<file path="config.mk">
export PLATFORM = sky130hd
export DESIGN_NAME = key_auto_repeat_tracker
export DESIGN_NICKNAME = d
export VERILOG_FILES = /design/src/rtl/kart_pkg.sv /design/src/rtl/key_auto_repeat_tracker.sv
export SDC_FILE = /design/constraint.sdc
export NUM_CORES = 2
export LEC_CHECK = 0
export BUFFER_PORTS_ARGS = -buffer_cell sky130_fd_sc_hd__buf_2
export CAP_MARGIN = 20
export CORE_ASPECT_RATIO = 0.75
export CORE_MARGIN = 1.5
export CORE_UTILIZATION = 55
export DETAILED_ROUTE_END_ITERATION = 12
export PLACE_DENSITY = 0.73
export SYNTH_ARGS = -nofsm -noshare
export SYNTH_HDL_FRONTEND = slang
export SYNTH_SLANG_ARGS = --single-unit
</file>
<file path="constraint.sdc">
create_clock -name i_clk -period 12.3 [get_ports i_clk]
set_input_delay 2.46 -clock i_clk [delete_from_list [all_inputs] [get_ports i_clk]]
set_output_delay 2.46 -clock i_clk [all_outputs]
set_load 0.005 [all_outputs]
</file>
<file path="src/rtl/kart_pkg.sv">
// ----------------------------------------------------------------------------
// kart_pkg: key auto-repeat tracker package
// Payload types, configuration register indexes and field widths.
// ----------------------------------------------------------------------------
package kart_pkg;

    localparam int KEY_W   = 8;
    localparam int CFG_W   = 7;
    localparam int CNT_W   = 9;
    localparam int CFG_IDX_W = 1;

    localparam logic [CFG_IDX_W-1:0] CFG_FIRST_DELAY   = 1'b0;
    localparam logic [CFG_IDX_W-1:0] CFG_REPEAT_PERIOD = 1'b1;

    localparam logic [CFG_W-1:0] FIRST_DELAY_RST   = 7'd20;
    localparam logic [CFG_W-1:0] REPEAT_PERIOD_RST = 7'd5;

    typedef struct packed {
        logic [KEY_W-1:0] key_index;
        logic             key_down;
    } t_in_item;

    typedef struct packed {
        logic [KEY_W-1:0] key_id;
        logic             held;
        logic             just_pressed;
        logic             just_released;
        logic             repeat_fire;
    } t_out_item;

endpackage

</file>
<file path="src/rtl/key_auto_repeat_tracker.sv">
// ----------------------------------------------------------------------------
// key_auto_repeat_tracker: per-key typematic auto-repeat tracker
// Keeps a hold counter per key, updates it from one frame sample and reports
// pressed, newly pressed, released and repeat flags for that key.
// ----------------------------------------------------------------------------
//  channel   direction  handshake                  payload
//  in        input      i_in_valid / o_in_ready    i_in  (key_index, key_down)
//  out       output     o_out_valid / i_out_ready  o_out (key_id, flags)
//  cfg       input      i_cfg_valid / o_cfg_ready  i_cfg_index, i_cfg_data
//
//  An item passes a memory read, an update and write back, and, when the count
//  is past the first delay, 8 steps of the shared shift and subtract remainder
//  unit against the period, then the output load; only then is a new one taken.
//  After reset a clearing pass writes zero to all KEY_COUNT counters, one per
//  cycle; no input transfer is taken until it ends. Configuration is always
//  taken. A stalled output holds the block in its final state.
// ----------------------------------------------------------------------------
module key_auto_repeat_tracker #(
    parameter int KEY_COUNT = 256
) (
    input  logic                                   i_clk,
    input  logic                                   i_rst_n,
    input  logic                                   i_in_valid,
    output logic                                   o_in_ready,
    input  kart_pkg::t_in_item                     i_in,
    output logic                                   o_out_valid,
    input  logic                                   i_out_ready,
    output kart_pkg::t_out_item                    o_out,
    input  logic                                   i_cfg_valid,
    output logic                                   o_cfg_ready,
    input  logic [kart_pkg::CFG_IDX_W-1:0]         i_cfg_index,
    input  logic [kart_pkg::CFG_W-1:0]             i_cfg_data
);

    localparam int AW = (KEY_COUNT > 1) ? $clog2(KEY_COUNT) : 1;
    localparam int CW = kart_pkg::CNT_W;
    localparam int FW = kart_pkg::CFG_W;
    localparam int DW = 8;
    localparam int SW = 3;

    localparam logic [2:0] ST_CLEAR = 3'd0;
    localparam logic [2:0] ST_IDLE  = 3'd1;
    localparam logic [2:0] ST_CALC  = 3'd2;
    localparam logic [2:0] ST_DIV   = 3'd3;
    localparam logic [2:0] ST_FIN   = 3'd4;

    logic [CW-1:0]   r_mem [KEY_COUNT];

    logic [2:0]      r_state, n_state;
    logic [AW-1:0]   r_clr_addr;
    logic [FW-1:0]   r_first;
    logic [FW-1:0]   r_period;
    logic [AW-1:0]   r_addr;
    logic [kart_pkg::KEY_W-1:0] r_key;
    logic            r_down;
    logic            r_in_range;
    logic [CW-1:0]   r_rd;
    logic            r_held, r_jp, r_jr, r_fire, r_need_div;
    logic [DW-1:0]   r_dvd;
    logic [FW-1:0]   r_rem;
    logic [SW-1:0]   r_div_cnt;
    logic            r_out_valid;
    kart_pkg::t_out_item r_out;

    logic            w_in_xfer;
    logic [AW-1:0]   w_addr;
    logic [FW-1:0]   w_period;
    logic signed [CW:0] w_old;
    logic signed [CW:0] w_inc;
    logic signed [CW:0] w_new;
    logic signed [CW:0] w_limit;
    logic [DW-1:0]   w_rem_sh;
    logic [FW-1:0]   w_rem_nx;
    logic            w_out_load;

    assign o_cfg_ready = 1'b1;
    assign o_in_ready  = (r_state == ST_IDLE);
    assign w_in_xfer   = i_in_valid && o_in_ready;
    assign w_addr      = AW'(i_in.key_index);
    assign w_period    = (r_period == '0) ? FW'(1) : r_period;
    assign w_out_load  = (r_state == ST_FIN) && (!r_out_valid || i_out_ready);

    always_comb begin
        w_old   = {r_rd[CW-1], r_rd};
        w_inc   = w_old + (CW+1)'(1);
        w_limit = $signed((CW+1)'({1'b0, r_first} + {1'b0, w_period}));
        if (r_down) begin
            w_new = (w_inc > w_limit) ? $signed((CW+1)'(r_first)) : w_inc;
        end else begin
            w_new = (w_old > 0) ? -(CW+1)'(1) : '0;
        end
    end

    always_comb begin
        w_rem_sh = {r_rem, r_dvd[DW-1]};
        w_rem_nx = (w_rem_sh >= {1'b0, w_period}) ? FW'(w_rem_sh - {1'b0, w_period})
                                                  : FW'(w_rem_sh);
    end

    always_comb begin
        n_state = r_state;
        case (r_state)
            ST_CLEAR: begin
                if (r_clr_addr == AW'(KEY_COUNT - 1)) n_state = ST_IDLE;
            end
            ST_IDLE: begin
                if (w_in_xfer) n_state = ST_CALC;
            end
            ST_CALC: begin
                if (r_in_range && (w_new > $signed((CW+1)'(r_first)))
                    && (w_new != (CW+1)'(1))) begin
                    n_state = ST_DIV;
                end else begin
                    n_state = ST_FIN;
                end
            end
            ST_DIV: begin
                if (r_div_cnt == SW'(DW - 1)) n_state = ST_FIN;
            end
            ST_FIN: begin
                if (w_out_load) n_state = ST_IDLE;
            end
            default: n_state = ST_IDLE;
        endcase
    end

    always_ff @(posedge i_clk) begin
        if (!i_rst_n) begin
            r_state     <= ST_CLEAR;
            r_clr_addr  <= '0;
            r_first     <= kart_pkg::FIRST_DELAY_RST;
            r_period    <= kart_pkg::REPEAT_PERIOD_RST;
            r_out_valid <= 1'b0;
            r_div_cnt   <= '0;
        end else begin
            r_state <= n_state;
            if (r_state == ST_CLEAR) r_clr_addr <= r_clr_addr + AW'(1);
            if (i_cfg_valid) begin
                case (i_cfg_index)
                    kart_pkg::CFG_FIRST_DELAY:   r_first  <= i_cfg_data;
                    kart_pkg::CFG_REPEAT_PERIOD: r_period <= i_cfg_data;
                    default: ;
                endcase
            end
            if (w_out_load) begin
                r_out_valid <= 1'b1;
            end else if (i_out_ready) begin
                r_out_valid <= 1'b0;
            end
            if (r_state == ST_DIV) begin
                r_div_cnt <= r_div_cnt + SW'(1);
            end else begin
                r_div_cnt <= '0;
            end
        end
    end

    // counter store: clearing pass, write back, registered read
    always_ff @(posedge i_clk) begin
        if (r_state == ST_CLEAR) begin
            r_mem[r_clr_addr] <= '0;
        end else if (r_state == ST_CALC && r_in_range) begin
            r_mem[r_addr] <= CW'(w_new);
        end
        if (w_in_xfer) r_rd <= r_mem[w_addr];
    end

    always_ff @(posedge i_clk) begin
        if (w_in_xfer) begin
            r_addr     <= w_addr;
            r_key      <= i_in.key_index;
            r_down     <= i_in.key_down;
            r_in_range <= (32'(i_in.key_index) < KEY_COUNT);
        end
        if (r_state == ST_CALC) begin
            r_held     <= r_in_range && (w_new > 0);
            r_jp       <= r_in_range && (w_new == (CW+1)'(1));
            r_jr       <= r_in_range && (w_new == -(CW+1)'(1));
            r_fire     <= r_in_range && (w_new == (CW+1)'(1));
            r_need_div <= r_in_range && (w_new > $signed((CW+1)'(r_first)))
                          && (w_new != (CW+1)'(1));
            r_dvd      <= DW'(w_new);
            r_rem      <= '0;
        end else if (r_state == ST_DIV) begin
            r_dvd <= {r_dvd[DW-2:0], 1'b0};
            r_rem <= w_rem_nx;
        end
        if (w_out_load) begin
            r_out.key_id        <= r_key;
            r_out.held          <= r_held;
            r_out.just_pressed  <= r_jp;
            r_out.just_released <= r_jr;
            r_out.repeat_fire   <= r_fire || (r_need_div && (r_rem == '0));
        end
    end

    assign o_out_valid = r_out_valid;
    assign o_out       = r_out;

    a_accept_to_calc: assert property (@(posedge i_clk) disable iff (!i_rst_n)
        w_in_xfer |=> (r_state == ST_CALC))
        else $error("accepted item did not enter update");

    a_div_length: assert property (@(posedge i_clk) disable iff (!i_rst_n)
        (r_state == ST_DIV && r_div_cnt == SW'(DW - 1)) |=> (r_state == ST_FIN))
        else $error("remainder unit ran past dividend width");

    a_press_flags: assert property (@(posedge i_clk) disable iff (!i_rst_n)
        (o_out_valid && o_out.just_pressed) |-> (o_out.held && o_out.repeat_fire))
        else $error("new press without held and repeat");

    a_release_flags: assert property (@(posedge i_clk) disable iff (!i_rst_n)
        (o_out_valid && o_out.just_released) |-> (!o_out.held && !o_out.repeat_fire))
        else $error("release reported with held or repeat");

endmodule

</file>
Yosys cells after proc, flatten, opt, wreduce, memory -nomap -nowiden
Memories as Yosys holds them, arrays and structs flattened. A register that Yosys moved wholly into a read port is not among the register bits.
Cells that the tools add are included.
W data, S select, Z words.
{"block": "word_totals", "output_inout_bits": 15, "inputBits": 22, "register_bits": 69, "word_cells": 84, "n_memories": 1, "ramBits": 2304}
{"name": "r_mem", "words": 256, "width": 9, "rd": 1, "rd_ports_with_merged_regs": 1, "write_ports": 1, "line": "key_auto_repeat_tracker.sv:47", "source": "logic [CW-1:0] r_mem [KEY_COUNT];"}
{"block": "classes", "mux": 23, "bitwise_logic": 1, "n_reduce_logical": 17, "eq_ne": 13, "add_sub_neg": 5, "magnitude_cmp": 5}
{"op": "$mux W10", "n": 3}
{"op": "$mux W8", "n": 3}
{"op": "$mux W3", "n": 5}
{"op": "$pmux W3 S5", "n": 1}
{"op": "$logic_not A7 Y1", "n": 2}
{"op": "$mux W7", "n": 2}
{"op": "$add A9 B2 Y10 const B", "n": 1}
{"op": "$eq A10 B1 Y1 const B", "n": 1}
{"op": "$eq A10 B2 Y1 const B", "n": 1}
{"op": "$gt A10 B1 Y1 const B", "n": 1}
{"op": "$gt A10 B8 Y1", "n": 1}
{"op": "$gt A10 B9 Y1", "n": 1}
{"op": "$ne A10 B2 Y1 const B", "n": 1}
{"op": "$gt A9 B1 Y1 const B", "n": 1}
{"op": "$mux W9", "n": 1}
{"op": "$reduce_or A9 Y1", "n": 1}
{"op": "$add A7 B7 Y8", "n": 1}
{"op": "$add A8 B1 Y8 const B", "n": 1}
{"op": "$eq A8 B8 Y1 const B", "n": 1}
{"op": "$ge A8 B7 Y1", "n": 1}
{"op": "$mux W1", "n": 8}
{"op": "$sub A7 B7 Y7", "n": 1}
{"op": "$eq A3 B2 Y1 const B", "n": 2}
{"op": "$eq A3 B3 Y1 const B", "n": 2}
{"op": "other kinds (12)", "n": 21}

Logic depth before layout (Yosys ltp)
{"block": "depth", "depth_word": 10, "mapped_depth": 26, "ltp_nobuf": 25}

Worst setup path after synthesis
Ideal clock, no wire load.
{"block": "synth_path", "path_type": "reg-to-reg", "start": "register r_period[1]", "end": "memory r_mem[0][2] in the netlist's numbering (data pin)", "t_required_ns": 10.718, "path_stages_with_launch": 19, "period_less_slack_ns": 12.028, "n_path_buf": 1, "arrival_ns": 10.446, "setup_time_ns": 1.582, "slack_ns": 0.272, "path_cell_list": "dfxtp_1 nor4_1 a31o_2 ha_1 fa_1 a21oi_1 nor2_1 nor2_1 o21bai_1 a21oi_1 xor2_1 ha_1 and4_1 o2111a_1 o221ai_2 and2_4 clkbuf_1 a21oi_1 a21oi_1"}
{"block": "synth_between", "elab_chain_cells": 7}
{"element": "start, declared", "line": "key_auto_repeat_tracker.sv:52", "source": "logic [FW-1:0] r_period;"}
{"element": "start signal, assigned", "line": "key_auto_repeat_tracker.sv:132", "source": "r_period <= kart_pkg::REPEAT_PERIOD_RST;"}
{"element": "start signal, assigned", "line": "key_auto_repeat_tracker.sv:141", "source": "kart_pkg::CFG_REPEAT_PERIOD: r_period <= i_cfg_data;"}
{"element": "$logic_not A7 Y1", "line": "key_auto_repeat_tracker.sv:80", "source": "assign w_period = (r_period == '0) ? FW'(1) : r_period;"}
{"element": "$mux W7 *", "line": "key_auto_repeat_tracker.sv:80"}
{"element": "$add A7 B7 Y8 *", "line": "key_auto_repeat_tracker.sv:86", "source": "w_limit = $signed((CW+1)'({1'b0, r_first} + {1'b0, w_period}));"}
{"element": "$gt A10 B9 Y1 *", "line": "key_auto_repeat_tracker.sv:88", "source": "w_new = (w_inc > w_limit) ? $signed((CW+1)'(r_first)) : w_inc;"}
{"element": "$mux W10 *", "line": "key_auto_repeat_tracker.sv:88"}
{"element": "$mux W10 *", "line": "key_auto_repeat_tracker.sv:87", "source": "if (r_down) begin"}
{"element": "$mux W9 (no line) *"}
{"element": "end, declared", "line": "key_auto_repeat_tracker.sv:47"}
Mark *: on every way between the ends. The rest lies on a longest branch, timed or not.

==> reports/metrics.cfg <==
[status]
status = finished, final reports clean

[timing]
tns_ns = 0
rsz0062_at_grt = false
slew_violations = 0
clock_skew_ns = 0.0257
hold_viol_final = 0
slew_headroom_pct = 12.4
period_share_pct = 53.5
layout_min_cycle_time_ns = 6.58
setup_viol_count_final = 0
clock.fmax_mhz = 152
tightestPinTransition_ns = 1.31

[cts]
worstSkewPairLatency_ns = 0.85
postCtsHoldBufs = 0
cts_sinks = 2382
ctsResizeCount = 0
cts_made_buffers = 209
cts_buffer_depth = 3
cts.htree.levels = 4
cts_tree = built
path_clk_slew_ns = 0.07
cts-root-buf = clkbuf_16
post-cts-setup-buffers = 0

[job]
cap_violations = 0

[global_route]
grt_pass1_wl_um = 315000
grt.overflow.total = 0
grt.total_usage_pct = 25.5
grt_max_degree = 258
grt_pass1_vias = 45200
antenna_found_initial = 6

[critical_path]
worstSetupPathType = input pin to flop
reg2reg_slack_ns = 5.72
critPathArrivalTime_ns = 7.13
critPathMaxFanout = 76
critPathCaptureType = flop
startpoint_type = input pin
worstPathRequired_ns = 12.85

[yosys]
syn_avg_cell_area_um2 = 21.1
ys_seq_elements = 2382
synth_area_leaders = edfxtp_1, mux4_2, a22oi_1, nor2_1, dfxtp_1
seq_area_frac_synth_pct = 77.1
synth.distinct_cells = 71
yosysTopAreaCell = edfxtp_1
syn_inst = 4384
synth-edff-count = 2346
synth_top_area_share_pct = 76.3
async_flop_share_pct = 0
synth_area_mm2 = 0.0924
syn-num-nets = 4442
yosys_warnings = 0
synth-main-ff-cell = edfxtp_1

[place]
gp_congestion = 0.857
dp_hpwl_um = 125000
port_buffers = 35
dp.cells = 6478

[detailed_routing]
drc = 0
first_pass_iters = 6
wl_um = 217000
dr_total_vias = 45700
antenna_left = 0
vias_per_cell = 6.66
drt_iter0_drc = 6507
routedWlPerCell_um = 31.6

[floorplan]
die_x_um = 476
die_area_mm2 = 0.170
die_h_um = 358
coreArea_mm2 = 0.167
rows = 130
start_util_pct = 55.3
io-pin-count = 37

[layout]
drive_gt1_share_pct = 21.9
instances_no_fill = 6872
utilization_pct = 60.9
nNetsFinal = 4520
syn_to_final_growth_pct = 10.2

[power_and_ir_drop]
cellLeakagePower_nw = 26.2
max-vdd-ir-drop_v = 0.000126
p_per_area_mw_per_mm2 = 153

[worst_hold_path]
worstHoldPathType = flop to flop

[power by group]
group	switching [mW]	internal, mW
Combinational	0.335	0.176
Sequential	0.00749	8.79
Clock	2.86	3.42
[path summary, 6_finish.rpt]
path,startpoint,endpoint,cells past startpoint
max reg2reg,r_period[1],r_mem[136][4],20
min,r_div_cnt[0],r_div_cnt[0],1
min reg2reg,r_div_cnt[0],r_div_cnt[0],1
max,i_in[1],r_rd[3],10
[cells in the mapped netlist, types with 11 or more instances]
cell type     n
nand3_1      25
nor2_1      304
ha_1         34
clkbuf_1    168
a22oi_1     153
a21oi_1     101
nand3b_1     13
o22ai_1      21
dfxtp_1      36
nand2b_1     11
nand2_1      87
inv_1        33
o21ai_0      15
edfxtp_1   2346
o221ai_1     28
buf_2        72
buf_1        20
xnor2_1      13
a221oi_1     72
a22o_1       72
mux4_2      576
nor2b_1      12
and2_1       12
a21boi_0     11
nor3_1       36
[registers in the layout, summed over array words and instances, names as in the netlist, 3 cells and up]
name	count
r_key	8
o_out	12
r_clr_addr	8
r_rem	7
r_mem	2304
r_first	7
r_div_cnt	3
r_state	3
r_period	7
r_rd	9
r_dvd	8
[through the flow]
stage	total power [mW]	setup WS [ns]	instance area (µm²)	hold slack (ns)
3_3_place_gp	9.47	5.02	95000	0.405
6_report	15.6	5.72	102000	0.423
2_1_floorplan	9.29	0.272	92400	0.397
3_5_place_dp	9.48	4.98	95100	0.407
5_1_grt	16.0	5.37	102000	0.443
4_1_cts	15.7	5.55	102000	0.425
[layout make-up]
| type | count | area [µm²] |
|---|---|---|
| Antenna cell | 2 | 5.00 |
| Clock buffer | 263 | 5520 |
| Clock inverter | 112 | 941 |
| Fill cell | 11200 | 65300 |
| Inverter | 33 | 124 |
| Multi-Input combinational cell | 1704 | 20100 |
| Sequential cell | 2382 | 71200 |
| Tap cell | 2244 | 2810 |
| Timing Repair Buffer | 132 | 1150 |
[cell usage in the layout (no fill, tap or decap), types with 15 or more instances in the layout]
master and n:
edfxtp_1 2346, mux4_2 576, nor2_1 299, clkbuf_16 213, a22oi_1 153, a21oi_1 98, nand2_1 81, buf_4 73
a22o_1 72, a221oi_1 72, clkinv_1 51, clkbuf_1 50, nor3_1 36, dfxtp_1 36, ha_1 34, buf_2 34
inv_1 33, clkinv_2 33, o221ai_1 28, nand3_1 25, o22ai_1 21, o21ai_0 15
[logic make-up (layout without fill, tap and decap cells)]
| logic type | count (synthesis) | after routing | share of synthesized area [%] |
|---|---|---|---|
| AOI/OAI and AO/OA | 528 | 528 | 4.24 |
| other | 1 | 3 | 0.00406 |
| muxes | 580 | 580 | 14.1 |
| buffers and inverters | 298 | 540 | 1.34 |
| and+or+nand+nor | 541 | 541 | 2.59 |
| xor gates and xnor gates | 18 | 18 | 0.171 |
| DFF | 2382 | 2382 | 77.1 |
| adders and majority gates | 36 | 36 | 0.504 |
[worst max-delay path: stages]
cell      delay [ns]
buf_8           0.51
buf_12          0.56
buf_4           0.82
mux4_2          0.60
a22oi_1         0.29
a21oi_1         0.15
nor2_1          0.33
o221ai_1        0.33
a22oi_1         0.54
o221ai_1        0.24
[per-layer routing]
layer	up-vias	GRT usage, %	share of wire (%)
li1	18600	-	-
met1	24100	38.0	40
met2	2696	37.6	46
met3	351	7.26	12
met4	8	6.79	2.3
met5	-	0	0.024
Power figures use the tool's default switching activity.
